--- src/rtl/fdd_pkg.sv ---
`timescale 1ns / 1ps
// Shared types, constants and the arctangent table of the FM discriminator unit.
package fdd_pkg;

	// Field and state widths
	localparam int SAMPLE_W    = 8;
	localparam int CENTER_W    = 9;
	localparam int PROD_W      = 18;
	localparam int AUDIO_W     = 16;
	localparam int RATE_W      = 7;
	localparam int SCALE_W     = 17;
	localparam int ALPHA_W     = 16;
	localparam int GAIN_W      = 20;
	localparam int CFG_DATA_W  = 20;
	localparam int CFG_INDEX_W = 2;
	localparam int SUM_W       = 23;
	localparam int LEVEL_W     = 24;
	localparam int PHASE_W     = 17;
	localparam int ATAN_W      = 14;

	// Depth of the queue between front and back
	localparam int QUEUE_DEPTH = 4;

	// Register indexes
	localparam logic [CFG_INDEX_W-1:0] CFG_DECIMATION = 2'd0;
	localparam logic [CFG_INDEX_W-1:0] CFG_SCALE      = 2'd1;
	localparam logic [CFG_INDEX_W-1:0] CFG_ALPHA      = 2'd2;
	localparam logic [CFG_INDEX_W-1:0] CFG_GAIN       = 2'd3;

	// Register reset values
	localparam logic [RATE_W-1:0]  RST_DECIMATION = 7'd40;
	localparam logic [SCALE_W-1:0] RST_SCALE      = 17'd1638;
	localparam logic [ALPHA_W-1:0] RST_ALPHA      = 16'd22328;
	localparam logic [GAIN_W-1:0]  RST_GAIN       = 20'd100531;

	// Previous sample after reset represents 1.0 + 0j
	localparam logic signed [CENTER_W-1:0] RST_PREV_I = 9'sd255;
	localparam logic signed [CENTER_W-1:0] RST_PREV_Q = 9'sd0;

	// Conjugate product of one pair, zero flags the degenerate vector
	typedef struct packed {
		logic                     zero;
		logic signed [PROD_W-1:0] re;
		logic signed [PROD_W-1:0] im;
	} prod_t;

	// Configuration registers as seen by the back end
	typedef struct packed {
		logic [RATE_W-1:0]  pair_rate;
		logic [SCALE_W-1:0] average_scale;
		logic [ALPHA_W-1:0] deemphasis_alpha;
		logic [GAIN_W-1:0]  output_gain;
	} cfg_t;

	// Rounded atan(2^-k) with 32768 = pi
	function automatic logic [ATAN_W-1:0] atan_step(input logic [4:0] k);
		logic [ATAN_W-1:0] a;
		unique case (k)
			5'd0:    a = 14'd8192;
			5'd1:    a = 14'd4836;
			5'd2:    a = 14'd2555;
			5'd3:    a = 14'd1297;
			5'd4:    a = 14'd651;
			5'd5:    a = 14'd326;
			5'd6:    a = 14'd163;
			5'd7:    a = 14'd81;
			5'd8:    a = 14'd41;
			5'd9:    a = 14'd20;
			5'd10:   a = 14'd10;
			5'd11:   a = 14'd5;
			5'd12:   a = 14'd3;
			5'd13:   a = 14'd1;
			5'd14:   a = 14'd1;
			default: a = 14'd0;
		endcase
		return a;
	endfunction

endpackage

--- src/rtl/fdd_queue.sv ---
`timescale 1ns / 1ps
// Short queue of conjugate products between front and back end.
module fdd_queue (
	input  logic            clk,
	input  logic            arst_n,
	input  logic            push,
	input  fdd_pkg::prod_t  wr_entry,
	input  logic            pop,
	output fdd_pkg::prod_t  rd_entry,
	output logic            full,
	output logic            empty
);

	localparam int PW = $clog2(fdd_pkg::QUEUE_DEPTH);
	localparam int CNTW = $clog2(fdd_pkg::QUEUE_DEPTH + 1);

	fdd_pkg::prod_t     mem_q [fdd_pkg::QUEUE_DEPTH];
	logic [PW-1:0]      wr_ptr_q, rd_ptr_q;
	logic [CNTW-1:0]    count_q;

	assign full     = (count_q == CNTW'(fdd_pkg::QUEUE_DEPTH));
	assign empty    = (count_q == '0);
	assign rd_entry = mem_q[rd_ptr_q];

	// Store pushed entries
	always_ff @(posedge clk) begin
		if (push) begin
			mem_q[wr_ptr_q] <= wr_entry;
		end
	end

	// Advance pointers and fill count
	always_ff @(posedge clk or negedge arst_n) begin
		if (!arst_n) begin
			wr_ptr_q <= '0;
			rd_ptr_q <= '0;
			count_q  <= '0;
		end else begin
			if (push) begin
				wr_ptr_q <= (wr_ptr_q == PW'(fdd_pkg::QUEUE_DEPTH - 1)) ? '0 : wr_ptr_q + 1'b1;
			end
			if (pop) begin
				rd_ptr_q <= (rd_ptr_q == PW'(fdd_pkg::QUEUE_DEPTH - 1)) ? '0 : rd_ptr_q + 1'b1;
			end
			if (push && !pop) begin
				count_q <= count_q + 1'b1;
			end else if (pop && !push) begin
				count_q <= count_q - 1'b1;
			end
		end
	end

endmodule

--- config.mk ---
export PLATFORM = sky130hd
export DESIGN_NAME = fdd_queue
export DESIGN_NICKNAME = d
export VERILOG_FILES = /design/src/rtl/fdd_pkg.sv /design/src/rtl/fdd_queue.sv
export SDC_FILE = /design/constraint.sdc
export NUM_CORES = 1
export LEC_CHECK = 0
export BUFFER_PORTS_ARGS = -buffer_cell sky130_fd_sc_hd__buf_2
export CAP_MARGIN = 20
export CORE_MARGIN = 2
export CORE_UTILIZATION = 56
export CTS_CLUSTER_DIAMETER = 150
export DETAILED_ROUTE_END_ITERATION = 10
export GPL_TIMING_DRIVEN = 1
export PLACE_DENSITY_LB_ADDON = 0.12
export SYNTH_ARGS = -nofsm -noshare
export SYNTH_HDL_FRONTEND = slang
export SYNTH_SLANG_ARGS = --single-unit
--- constraint.sdc ---
create_clock -name clk -period 2.9 [get_ports clk]
set_clock_uncertainty 0.2 [all_clocks]
set_input_delay 0.145 -clock clk [delete_from_list [all_inputs] [get_ports clk]]
set_output_delay 0.145 -clock clk [all_outputs]
set_load 0.005 [all_outputs]
==> results.json <==
{
  "drt_iter0_markers": 143,
  "setup_violations": 0,
  "final_util": 0.737,
  "syn_nets": 278,
  "timing.final.ws_setup_ps": 437,
  "final_nets": 417,
  "hold_viol": 0,
  "insertion_delay_ps": 520,
  "syn_area_per_cell_um2": 25.0,
  "relSlewSlack": 0.370,
  "h-tree-depth": 4,
  "cp_cell_sequence": "mux4_2 > buf_2",
  "path_clk_slew_ps": 60,
  "fmax_mhz": 406,
  "tightest_slew_ps": 945,
  "grt_max_degree": 40,
  "crit_type": "reg -> out",
  "synthCells": 230,
  "drcViolationCount": 0,
  "antenna_found_initial": 0,
  "crit_path_top_delay_cell": "dfrtp_2",
  "synthTopCellsByArea": "edfxtp_1 (77%), mux4_2 (15%), dfrtp_1 (3.0%)",
  "yosys_warnings": 0,
  "final.min_clock_period_ps": 2460,
  "fp.dieH_um": 105,
  "crit_family": "flip-flops",
  "cts_buffers": 17,
  "diodes": 0,
  "crit_arrival_ps": 2120,
  "ys_ff_latch": 155,
  "core_area_um2": 9860,
  "cp.buffers_inverters": 1,
  "power.total_uw": 6770,
  "grt_pass1_vias": 2946,
  "cts.sinks": 155,
  "ios": 80,
  "fin_crit_sh": 0.849,
  "cts_tree": "yes",
  "ctsRootBufferMaster": "clkbuf_8",
  "wire_per_inst_um": 18.7,
  "end_kind": "primary output",
  "worst_ep_required_time_ps": 2560,
  "cap_violations": 0,
  "yosysTopAreaCellShare": 0.774,
  "die_w_um": 105,
  "yosysSeqAreaShare": 0.804,
  "worstHoldPathType": "in -> reg",
  "rsz0062_at_grt": "false",
  "tns_ps": 0,
  "drive_above_1_share": 0.425,
  "overflow": 0,
  "grtUsageTotal": 0.191,
  "vias": 2732,
  "powerDensity_nw_per_um2": 931,
  "netlist_area_um2": 5750,
  "routed_wl_mm": 9.60,
  "cellLeakagePower_uw": 0.00259,
  "cts_buffer_depth": 2,
  "cts_resized": 0,
  "yosys.area.top_type": "edfxtp_1",
  "ir_drop_mv": 0.685,
  "synth.distinct_cells": 19,
  "grt_pass1_wl_mm": 15.4,
  "routabilityCongestion": 0.723,
  "start_util": 0.582,
  "status": "finished, final reports clean",
  "slew_viol_final": 0,
  "fill_cells": 577,
  "cp_max_fo": 39,
  "portBuffers": 79,
  "avgViaCountPerCell": 5.32,
  "drtPass1Iterations": 4,
  "rows": 36,
  "max_stage_delay_ps": 990,
  "ant_nets": 0,
  "start_kind": "flop",
  "hpwlAfterDp_mm": 5.45,
  "dp_slack_ps": 838,
  "syn_to_final_growth_pct": 26.6,
  "dieArea_um2": 11100
}
[power by group]
| group | leakage (uW) | total (uW) | internal (uW) | switching (uW) |
|---|---|---|---|---|
| sequential | 0.00144 | 3100 | 2880 | 217 |
| combinational | 0.000882 | 1650 | 913 | 734 |
| clock | 0.000272 | 2030 | 1200 | 825 |
| total | 0.00259 | 6770 | 5000 | 1780 |
[cells in the final DEF (no fill, tap or decap)]
master / n
nor2_1: 3
ha_1: 6
dfrtp_1: 5
clkinvlp_4: 1
xnor2_1: 1
inv_1: 4
fa_1: 1
mux4_2: 37
o21ai_0: 2
clkinv_4: 3
clkinv_2: 6
bufinv_16: 2
buf_4: 8
nand2_1: 2
dfrtp_2: 2
dlygate4sd3_1: 41
nor3b_1: 1
buf_2: 79
clkinv_1: 2
edfxtp_1: 148
and2_2: 4
nor3_1: 1
xor2_1: 2
clkbuf_16: 16
mux2_2: 3
clkbuf_8: 1
[metrics by stage]
stage               cell area, um^2  cells  hold WS (ps)
floorplan                      5750    230          -351
global placement               6320    442          -216
detailed placement             6320    442          -215
CTS                            7270    514           148
global route                   7270    514           165
finish                         7270    514           169
[Yosys cell counts, drive strengths merged]
library cell	instances
and2	4
mux4	37
edfxtp	148
o21ai	2
mux2	3
ha	6
buf	7
nor3	1
xor2	2
xnor2	1
nor2	3
fa	1
nand2	2
clkbuf	1
dfrtp	7
inv	4
nor3b	1
[final cells by class]
class	count	area (um^2)	share of cell area
Clock buffer	17	414	0.0569
Timing Repair Buffer	128	866	0.119
Tap cell	133	166	0.0229
Inverter	4	15.0	0.00206
Sequential cell	155	4620	0.635
Clock inverter	14	131	0.0181
Multi-Input combinational cell	63	1060	0.146
[timing repair]
| item | CTS | global route |
|---|---|---|
| hold buffers | 41 | 0 |
| buffers inserted | 0 | 0 |
| setup endpoints to repair | 0 | 0 |
| hold endpoints to repair | 161 | 0 |
[worst paths after layout]
check | from | end | slack, ps | depth (start not counted)
min in group asynchronous | arst_n | count_q[2]$_DFFE_PN0P_ | 360 | 3
max in group asynchronous | arst_n | rd_ptr_q[1]$_DFFE_PN0P_ | 1890 | 3
max | rd_ptr_q[1]$_DFFE_PN0P_ | rd_entry[18] | 440 | 2
max reg2reg | wr_ptr_q[0]$_DFFE_PN0P_ | mem_q[2][6]$_DFFE_PP_ | 850 | 4
min reg2reg | count_q[2]$_DFFE_PN0P_ | count_q[2]$_DFFE_PN0P_ | 310 | 1
min | wr_entry[10] | mem_q[3][10]$_DFFE_PP_ | 170 | 2
[flip-flops by register name (all words and copies together), names as in the netlist]
signal and count:
count_q 3, mem_q 148, rd_ptr_q 2, wr_ptr_q 2
[routing by layer]
layer | GRT usage | wire length (um)
met1 | 0.257 | 4160
met2 | 0.301 | 4880
met3 | 0.0563 | 441
met4 | 0.0714 | 120
met5 | 0 | 0
[kinds of logic after synthesis]
kind of cell / after synthesis / synth area share
XOR/XNOR: 3 / 0.00457
multiplexers: 40 / 0.151
buffers and inverters: 12 / 0.0124
AO/OA/AOI/OAI: 2 / 0.00174
AND/OR/NAND/NOR: 11 / 0.00980
flip-flops: 155 / 0.804
adder cells (fa/ha/maj): 7 / 0.0166
Note: power is estimated with default switching activity, not from simulation.
