==> src/rtl/fdd_pkg.sv <==
`timescale 1ns / 1ps
// Shared types, constants and the arctangent table of the FM discriminator unit.
package fdd_pkg;

	// Field and state widths
	localparam int SAMPLE_W    = 8;
	localparam int CENTER_W    = 9;
	localparam int PROD_W      = 18;
	localparam int AUDIO_W     = 16;
	localparam int RATE_W      = 7;
	localparam int SCALE_W     = 17;
	localparam int ALPHA_W     = 16;
	localparam int GAIN_W      = 20;
	localparam int CFG_DATA_W  = 20;
	localparam int CFG_INDEX_W = 2;
	localparam int SUM_W       = 23;
	localparam int LEVEL_W     = 24;
	localparam int PHASE_W     = 17;
	localparam int ATAN_W      = 14;

	// Depth of the queue between front and back
	localparam int QUEUE_DEPTH = 4;

	// Register indexes
	localparam logic [CFG_INDEX_W-1:0] CFG_DECIMATION = 2'd0;
	localparam logic [CFG_INDEX_W-1:0] CFG_SCALE      = 2'd1;
	localparam logic [CFG_INDEX_W-1:0] CFG_ALPHA      = 2'd2;
	localparam logic [CFG_INDEX_W-1:0] CFG_GAIN       = 2'd3;

	// Register reset values
	localparam logic [RATE_W-1:0]  RST_DECIMATION = 7'd40;
	localparam logic [SCALE_W-1:0] RST_SCALE      = 17'd1638;
	localparam logic [ALPHA_W-1:0] RST_ALPHA      = 16'd22328;
	localparam logic [GAIN_W-1:0]  RST_GAIN       = 20'd100531;

	// Previous sample after reset represents 1.0 + 0j
	localparam logic signed [CENTER_W-1:0] RST_PREV_I = 9'sd255;
	localparam logic signed [CENTER_W-1:0] RST_PREV_Q = 9'sd0;

	// Conjugate product of one pair, zero flags the degenerate vector
	typedef struct packed {
		logic                     zero;
		logic signed [PROD_W-1:0] re;
		logic signed [PROD_W-1:0] im;
	} prod_t;

	// Configuration registers as seen by the back end
	typedef struct packed {
		logic [RATE_W-1:0]  pair_rate;
		logic [SCALE_W-1:0] average_scale;
		logic [ALPHA_W-1:0] deemphasis_alpha;
		logic [GAIN_W-1:0]  output_gain;
	} cfg_t;

	// Rounded atan(2^-k) with 32768 = pi
	function automatic logic [ATAN_W-1:0] atan_step(input logic [4:0] k);
		logic [ATAN_W-1:0] a;
		unique case (k)
			5'd0:    a = 14'd8192;
			5'd1:    a = 14'd4836;
			5'd2:    a = 14'd2555;
			5'd3:    a = 14'd1297;
			5'd4:    a = 14'd651;
			5'd5:    a = 14'd326;
			5'd6:    a = 14'd163;
			5'd7:    a = 14'd81;
			5'd8:    a = 14'd41;
			5'd9:    a = 14'd20;
			5'd10:   a = 14'd10;
			5'd11:   a = 14'd5;
			5'd12:   a = 14'd3;
			5'd13:   a = 14'd1;
			5'd14:   a = 14'd1;
			default: a = 14'd0;
		endcase
		return a;
	endfunction

endpackage

==> src/rtl/fdd_back.sv <==
`timescale 1ns / 1ps
// Back end: serial CORDIC phase, decimation sum, de-emphasis, gain and output register.
module fdd_back #(
	parameter int CORDIC_STEPS   = 16,
	parameter int MAX_DECIMATION = 64
) (
	input  logic                                clk,
	input  logic                                arst_n,
	input  fdd_pkg::cfg_t                       cfg,
	input  fdd_pkg::prod_t                      entry,
	input  logic                                q_empty,
	output logic                                pop,
	output logic                                audio_valid,
	input  logic                                audio_stall,
	output logic signed [fdd_pkg::AUDIO_W-1:0]  pcm_sample
);

	localparam int KW   = $clog2(CORDIC_STEPS);
	localparam int CW   = $clog2(MAX_DECIMATION + 1);
	localparam int RW   = (CW > fdd_pkg::RATE_W) ? CW : fdd_pkg::RATE_W;
	localparam int XW   = 29;
	localparam int ZW   = 18;
	localparam int AVW  = fdd_pkg::SUM_W + fdd_pkg::SCALE_W + 1;
	localparam int DW   = fdd_pkg::LEVEL_W + 1;
	localparam int FW   = DW + fdd_pkg::ALPHA_W + 1;
	localparam int GW   = fdd_pkg::LEVEL_W + fdd_pkg::GAIN_W + 1;

	typedef enum logic [8:0] {
		ST_IDLE = 9'b000000001,
		ST_ROT  = 9'b000000010,
		ST_ACC  = 9'b000000100,
		ST_AVG  = 9'b000001000,
		ST_DIFF = 9'b000010000,
		ST_FILT = 9'b000100000,
		ST_UPD  = 9'b001000000,
		ST_GAIN = 9'b010000000,
		ST_OUT  = 9'b100000000
	} state_t;

	state_t                                state_q;
	logic [KW-1:0]                         k_q;
	logic signed [XW-1:0]                  x_q, y_q;
	logic signed [ZW-1:0]                  z_q;
	logic                                  zero_q;
	logic [CW-1:0]                         cnt_q;
	logic signed [fdd_pkg::SUM_W-1:0]      sum_q;
	logic signed [fdd_pkg::LEVEL_W-1:0]    level_q;
	logic signed [AVW-1:0]                 avg_prod_q;
	logic signed [DW-1:0]                  diff_q;
	logic signed [FW-1:0]                  filt_prod_q;
	logic signed [GW-1:0]                  gain_prod_q;
	logic                                  audio_valid_q;
	logic signed [fdd_pkg::AUDIO_W-1:0]    audio_q;

	logic signed [XW-1:0]                  x0, y0, x_init, y_init, dx, dy;
	logic signed [ZW-1:0]                  z_init, atan_ext;
	logic signed [fdd_pkg::PHASE_W-1:0]    phase;
	logic signed [fdd_pkg::SUM_W:0]        sum_w;
	logic signed [fdd_pkg::SUM_W-1:0]      sum_c;
	logic [RW-1:0]                         rate_ext, rate_eff;
	logic [CW-1:0]                         cnt_next;
	logic                                  emit;
	logic signed [AVW-1:0]                 avg_w;
	logic signed [fdd_pkg::LEVEL_W-1:0]    avg_c;
	logic signed [FW-1:0]                  step_w, upd_w;
	logic signed [fdd_pkg::LEVEL_W-1:0]    level_c;
	logic signed [GW:0]                    trunc_w;
	logic signed [GW:0]                    audio_w;
	logic signed [fdd_pkg::AUDIO_W-1:0]    audio_c;
	logic signed [fdd_pkg::SCALE_W:0]      scale_s;
	logic signed [fdd_pkg::ALPHA_W:0]      alpha_s;
	logic signed [fdd_pkg::GAIN_W:0]       gain_s;
	logic                                  out_free;

	assign scale_s = $signed({1'b0, cfg.average_scale});
	assign alpha_s = $signed({1'b0, cfg.deemphasis_alpha});
	assign gain_s  = $signed({1'b0, cfg.output_gain});

	assign pop          = (state_q == ST_IDLE) && !q_empty;
	assign out_free     = !audio_valid_q || !audio_stall;
	assign audio_valid  = audio_valid_q;
	assign pcm_sample   = audio_q;

	// Scale by 256 and turn a left-half vector by 90 degrees
	always_comb begin
		x0 = {{(XW - fdd_pkg::PROD_W - 8){entry.re[fdd_pkg::PROD_W-1]}}, entry.re, 8'd0};
		y0 = {{(XW - fdd_pkg::PROD_W - 8){entry.im[fdd_pkg::PROD_W-1]}}, entry.im, 8'd0};
		x_init = x0;
		y_init = y0;
		z_init = '0;
		if (x0 < 0) begin
			if (y0 >= 0) begin
				x_init = y0;
				y_init = -x0;
				z_init = 18'sd16384;
			end else begin
				x_init = -y0;
				y_init = x0;
				z_init = -18'sd16384;
			end
		end
	end

	// One micro-rotation per cycle
	assign dx       = y_q >>> k_q;
	assign dy       = x_q >>> k_q;
	assign atan_ext = $signed({{(ZW - fdd_pkg::ATAN_W){1'b0}},
		fdd_pkg::atan_step(5'(k_q))});

	// Clamp the phase step, saturate the sum, check the pair count
	always_comb begin
		if (zero_q) begin
			phase = '0;
		end else if (z_q > 18'sd32768) begin
			phase = 17'sh08000;
		end else if (z_q < -18'sd32768) begin
			phase = 17'sh18000;
		end else begin
			phase = z_q[fdd_pkg::PHASE_W-1:0];
		end
		sum_w = {sum_q[fdd_pkg::SUM_W-1], sum_q}
			+ {{(fdd_pkg::SUM_W + 1 - fdd_pkg::PHASE_W){phase[fdd_pkg::PHASE_W-1]}}, phase};
		if (sum_w > 24'sd4194303) begin
			sum_c = 23'sh3FFFFF;
		end else if (sum_w < -24'sd4194304) begin
			sum_c = 23'sh400000;
		end else begin
			sum_c = sum_w[fdd_pkg::SUM_W-1:0];
		end
		rate_ext = RW'(cfg.pair_rate);
		if (rate_ext == '0) begin
			rate_eff = RW'(1);
		end else if (rate_ext > RW'(MAX_DECIMATION)) begin
			rate_eff = RW'(MAX_DECIMATION);
		end else begin
			rate_eff = rate_ext;
		end
		cnt_next = cnt_q + 1'b1;
		emit     = (RW'(cnt_next) >= rate_eff);
	end

	// Round the average and saturate it to the level width
	always_comb begin
		avg_w = (avg_prod_q + AVW'(128)) >>> 8;
		if (avg_w > AVW'(8388607)) begin
			avg_c = 24'sh7FFFFF;
		end else if (avg_w < -AVW'(8388608)) begin
			avg_c = 24'sh800000;
		end else begin
			avg_c = avg_w[fdd_pkg::LEVEL_W-1:0];
		end
	end

	// Round the filter step and update the level
	always_comb begin
		step_w = (filt_prod_q + FW'(32768)) >>> 16;
		upd_w  = FW'(level_q) + step_w;
		if (upd_w > FW'(8388607)) begin
			level_c = 24'sh7FFFFF;
		end else if (upd_w < -FW'(8388608)) begin
			level_c = 24'sh800000;
		end else begin
			level_c = upd_w[fdd_pkg::LEVEL_W-1:0];
		end
	end

	// Truncate the gained level toward zero and saturate to 16 bits
	always_comb begin
		trunc_w = (GW + 1)'(gain_prod_q);
		if (gain_prod_q < 0) begin
			trunc_w = trunc_w + (GW + 1)'(24'hFFFFFF);
		end
		audio_w = trunc_w >>> 24;
		if (audio_w > (GW + 1)'(32767)) begin
			audio_c = 16'sh7FFF;
		end else if (audio_w < -(GW + 1)'(32768)) begin
			audio_c = 16'sh8000;
		end else begin
			audio_c = audio_w[fdd_pkg::AUDIO_W-1:0];
		end
	end

	// Datapath registers
	always_ff @(posedge clk) begin
		unique case (state_q)
			ST_IDLE: begin
				x_q    <= x_init;
				y_q    <= y_init;
				z_q    <= z_init;
				zero_q <= entry.zero;
			end
			ST_ROT: begin
				if (y_q >= 0) begin
					x_q <= x_q + dx;
					y_q <= y_q - dy;
					z_q <= z_q + atan_ext;
				end else begin
					x_q <= x_q - dx;
					y_q <= y_q + dy;
					z_q <= z_q - atan_ext;
				end
			end
			ST_AVG:  avg_prod_q  <= sum_q * scale_s;
			ST_DIFF: diff_q      <= DW'(avg_c) - DW'(level_q);
			ST_FILT: filt_prod_q <= diff_q * alpha_s;
			ST_GAIN: gain_prod_q <= level_q * gain_s;
			ST_OUT: begin
				if (out_free) begin
					audio_q <= audio_c;
				end
			end
			default: begin
			end
		endcase
	end

	// Raise the output valid on a finished sample, drop it after the transfer
	always_ff @(posedge clk or negedge arst_n) begin
		if (!arst_n) begin
			audio_valid_q <= 1'b0;
		end else if ((state_q == ST_OUT) && out_free) begin
			audio_valid_q <= 1'b1;
		end else if (audio_valid_q && !audio_stall) begin
			audio_valid_q <= 1'b0;
		end
	end

	// Sequencer, decimation state and filter state
	always_ff @(posedge clk or negedge arst_n) begin
		if (!arst_n) begin
			state_q       <= ST_IDLE;
			k_q           <= '0;
			cnt_q         <= '0;
			sum_q         <= '0;
			level_q       <= '0;
		end else begin
			unique case (state_q)
				ST_IDLE: begin
					k_q <= '0;
					if (!q_empty) begin
						state_q <= ST_ROT;
					end
				end
				ST_ROT: begin
					k_q <= k_q + 1'b1;
					if (k_q == KW'(CORDIC_STEPS - 1)) begin
						state_q <= ST_ACC;
					end
				end
				ST_ACC: begin
					sum_q <= sum_c;
					if (emit) begin
						cnt_q   <= '0;
						state_q <= ST_AVG;
					end else begin
						cnt_q   <= cnt_next;
						state_q <= ST_IDLE;
					end
				end
				ST_AVG: begin
					sum_q   <= '0;
					state_q <= ST_DIFF;
				end
				ST_DIFF: state_q <= ST_FILT;
				ST_FILT: state_q <= ST_UPD;
				ST_UPD: begin
					level_q <= level_c;
					state_q <= ST_GAIN;
				end
				ST_GAIN: state_q <= ST_OUT;
				ST_OUT: begin
					if (out_free) begin
						state_q <= ST_IDLE;
					end
				end
				default: state_q <= ST_IDLE;
			endcase
		end
	end

endmodule

==> config.mk <==
export PLATFORM = sky130hd
export DESIGN_NAME = fdd_back
export DESIGN_NICKNAME = d
export VERILOG_FILES = /design/src/rtl/fdd_pkg.sv /design/src/rtl/fdd_back.sv
export SDC_FILE = /design/constraint.sdc
export NUM_CORES = 2
export LEC_CHECK = 0
export BUFFER_PORTS_ARGS = -buffer_cell sky130_fd_sc_hd__buf_2
export CORE_ASPECT_RATIO = 1.4
export CORE_UTILIZATION = 68
export CTS_CLUSTER_SIZE = 14
export DETAILED_ROUTE_END_ITERATION = 8
export MAX_ROUTING_LAYER = met4
export PLACE_DENSITY_LB_ADDON = 0.08
export SKIP_CTS_REPAIR_TIMING = 1
export SYNTH_ARGS = -nofsm -noshare
export SYNTH_HDL_FRONTEND = slang
export SYNTH_SLANG_ARGS = --single-unit
==> constraint.sdc <==
create_clock -name clk -period 12.4 [get_ports clk]
set_input_delay 0.62 -clock clk [delete_from_list [all_inputs] [get_ports clk]]
set_output_delay 0.62 -clock clk [all_outputs]
set_load 0.02 [all_outputs]
==> impl_summary.md <==
Setup path
The most numerous cell type found on the critical path is fa_1. The setup check on the worst reg-to-reg path leaves a slack of 3.79 ns. The critical path starts at level_q[13]. The family of cells with the greatest summed delay on the critical path is adder cells. The worst flop-to-flop path endpoint is gain_prod_q[40]. The maximum fanout count along the critical path is 22. The critical path goes through and2_1, fa_1, fa_1, inv_1, fa_1, inv_1, fa_1, fa_1, fa_1, inv_1, fa_1, inv_1, ha_1, nand4_1, a311oi_1, o211ai_1, a31oi_1, buf_4, a22oi_1, a21oi_1, a21oi_1, o21a_1, a311oi_1.

The critical path's largest stage delay is approximately 1.1 ns. The master of the slowest instance on the critical path is a311oi_1. The number of cells on the worst reg-to-reg path is 23.

The worst setup path is captured at a flip-flop. The critical path start-end classification is reg -> reg. Data on the critical path arrives at its endpoint at roughly 9.0 ns. The critical path crosses 23 cells after its start point.

Together, buffers and inverters on the worst path number 5. The critical path endpoint is gain_prod_q[40]. The required time at the endpoint of the critical path is between 10 and 15 ns.

The sort of element at the start of the critical path is a flip-flop. The reg-to-reg startpoint is level_q[13].

Synthesis
Of the synthesized area, sequential elements account for 0.1212. Counting flops with an async set or reset pin after synthesis yields a share of 0.2329. The dominant register cell in the synthesized netlist is edfxtp_1. The mean area per synthesized cell is approximately 9.0 um^2.

The count of distinct cell types in the synthesized netlist is between 80 and 90. The number of nets produced by synthesis is 9561. During synthesis, Yosys emitted a total of 0 warnings. Counting every instance in the synthesized netlist gives ~7700. The netlist area before placement is ~70000 um^2. The number of flops mapped to enable cells by yosys is 224. The register bit count reported by yosys is around 290.

Layout
The fraction of final layout cells sized beyond drive strength 1 is 0.04591. The library cell used most frequently in the layout, excluding fill and tap cells, is inv_1. The layout net count is between 9000 and 10000. The synthesis-to-finish area growth is 3.647%.

The number of inserted filler cells in the final layout is roughly 8100. The final standard cell count with taps included and fillers excluded is ~8900. In the layout the commonest cells are inv_1, fa_1, nand2_1, and2_1, ha_1.

Power and ir drop
The power per standard cell area is between 300 and 400 nW/um^2. The leakage power figure is 35.69 nW. The maximum VDD drop is around 0.68 mV.

Timing
The share of the clock period used by the worst path after layout is 0.6944. The final-report max-slew violation count is 0. The hold violation count in the final report is 0. The sum of negative setup slack is 0 ns. Setup repair after global routing left no endpoint under its margin. Derived from the worst setup path, the maximum achievable clock frequency is 116.1 MHz. The final setup skew is between 0.06 and 0.07 ns. The worst pin sits at a relative slew slack of 0.1783. Setup violations remaining at the end of the flow were counted as 0.

After layout, the minimum clock period comes to ~8.6 ns. For the pin with the worst max-slew slack, the measured transition is between 1 and 1.5 ns.

Die
The number of placed I/O pins is about 120. After floorplanning, the core was divided into approximately 140 placement rows. The die is 380.4 um tall. The core area is about 100000 um^2.

The die footprint is 103600 um^2. The initial core utilization is 0.6873. In this run the horizontal extent of the chip is 272.3 um.

Drt
The length of the first detailed-routing pass in iterations is 6. The routed length per instance is between 20 and 25 um. Dividing the detail-routed via count by the number of cells gives around 6.0.

Wires add up to approximately 180000 um. For this block, the initial DRC count from the detailed router was between 3000 and 4000. The remaining number of nets flagged by the antenna check after routing is 0.

The residual DRC count is 0. Detailed routing inserted a total of 53390 vias.

Placed design
Input and output buffers added on the ports amount to between 100 and 150. The post-DP HPWL is approximately 140000 um. The final weighted congestion in routability-driven placement is 0.9901. The number of placed instances, taps included, is roughly 8900.

Flow run
The tool flagged a number of max-cap violations equal to 0.

Clock network
The largest buffer count on any clock path is 3. The H-tree depth is 2. Clock latency on the worst-skew pair, taken at its later pin, is roughly 0.60 ns. The number of buffers added by the clock tree synthesis step is 35. The clock-pin transition on the worst setup and hold timing paths is 0.06 ns. The CTS tree is yes. The tree is rooted in a clkbuf_16. Counting every sink on the clock net gives 292.

Global routing
The first-pass GRT wire length is slightly below 300000 um. The via count of the first global-routing pass is between 50000 and 60000. Entering global routing, the biggest net connects 89 pins. Global routing finished with a remaining overflow of 0. The initial antenna violation count was 1. In the global route stage, overall resource usage came out at 0.3748.

Status
The flow ran to the end, and the final reports show no timing, DRC or antenna violations.

Worst hold path
The tightest min-delay check is of the in -> async type.
[how the worst min path moves through the flow]
stage / end / slack (ns) / depth (start not counted)
6_report: cnt_q[0] / 0.14 / 1
4_1_cts: zero_q / 0.20 / 1
3_3_place_gp: state_q[5] / 0.49 / 1
2_1_floorplan: audio_valid / 0.32 / 0
5_1_grt: zero_q / 0.22 / 1
3_5_place_dp: state_q[5] / 0.50 / 1
[layer usage]
| metal | vias up | wire, um | GRT usage | share of wire |
|---|---|---|---|---|
| li1 | 23810 | - | - | - |
| met1 | 26850 | 62570 | 0.4085 | 0.34 |
| met2 | 2023 | 94690 | 0.6490 | 0.52 |
| met3 | 700 | 10330 | 0.03824 | 0.057 |
| met4 | 0 | 14140 | 0.2433 | 0.078 |
| met5 | - | 0 | - | 0 |
[power by group]
part | leakage, nW | switching, mW | internal [mW]
Clock | 0.574 | 0.469 | 0.632
Combinational | 32.1 | 10.7 | 7.95
Sequential | 3.03 | 0.419 | 2.03
[layout make-up]
class	count	area [um^2]	share of cell area
timing repair buffer	166	953.4	0.01323
inverter	1551	5822	0.08078
multi-input combinational	5531	54020	0.7494
sequential	292	8439	0.1171
clock inverter	19	230.2	0.003194
clock buffer	43	947.2	0.01314
antenna	1	2.502	0.00003472
tap	1330	1664	0.02309
[metrics by stage]
stage / hold slack (ns) / setup slack (ns) / utilization / total power, mW / cell area (um^2)
6_report: 0.1360 / 3.790 / 0.7123 / 22.17 / 72070
2_1_floorplan: 0.3244 / 5.018 / - / 16.36 / 69540
3_5_place_dp: 0.4997 / 3.775 / 0.7006 / 20.93 / 70890
3_3_place_gp: 0.4870 / 3.905 / 0.7006 / 20.37 / 70890
5_1_grt: 0.2211 / 3.453 / 0.7123 / 24.44 / 72070
4_1_cts: 0.2037 / 3.874 / 0.7122 / 22.16 / 72060
[worst reg2reg max path, delay by kind of cell (launching register included)]
| kind | cells | cell delay (ns) |
|---|---|---|
| fa+ha+maj | 8 | 4.01 |
| compound gates | 8 | 2.49 |
| flops | 1 | 0.69 |
| simple gates | 2 | 0.81 |
| buf+inv | 5 | 0.42 |
[cells by family after synthesis]
kind of cell,synth area share
xor gates and xnor gates,0.04962
and+or+nand+nor,0.1603
DFF,0.1212
buffers and inverters,0.1026
adders and majority gates,0.4527
AOI/OAI and AO/OA,0.08556
muxes,0.02803
[registers in the layout (all words and copies together), names as in the netlist, 16 cells and up]
signal / count
gain_prod_q: 45
avg_prod_q: 34
x_q: 29
y_q: 29
filt_prod_q: 27
diff_q: 25
level_q: 24
sum_q: 23
z_q: 18
pcm_sample: 16
[synthesized netlist by cell type (94+ instances only)]
cell | number | share of area
nor2_1 | 238 | 0.013
nand3_1 | 94 | 0.0068
a21oi_1 | 235 | 0.017
o21ai_0 | 238 | 0.017
and2_1 | 550 | 0.049
fa_1 | 1270 | 0.37
xnor2_1 | 236 | 0.030
clkbuf_1 | 294 | 0.016
edfxtp_1 | 224 | 0.097
xor2_1 | 158 | 0.020
inv_1 | 1546 | 0.083
a21o_1 | 103 | 0.011
nand2_1 | 1084 | 0.059
ha_1 | 483 | 0.087
Power figures use the tool's default switching activity.
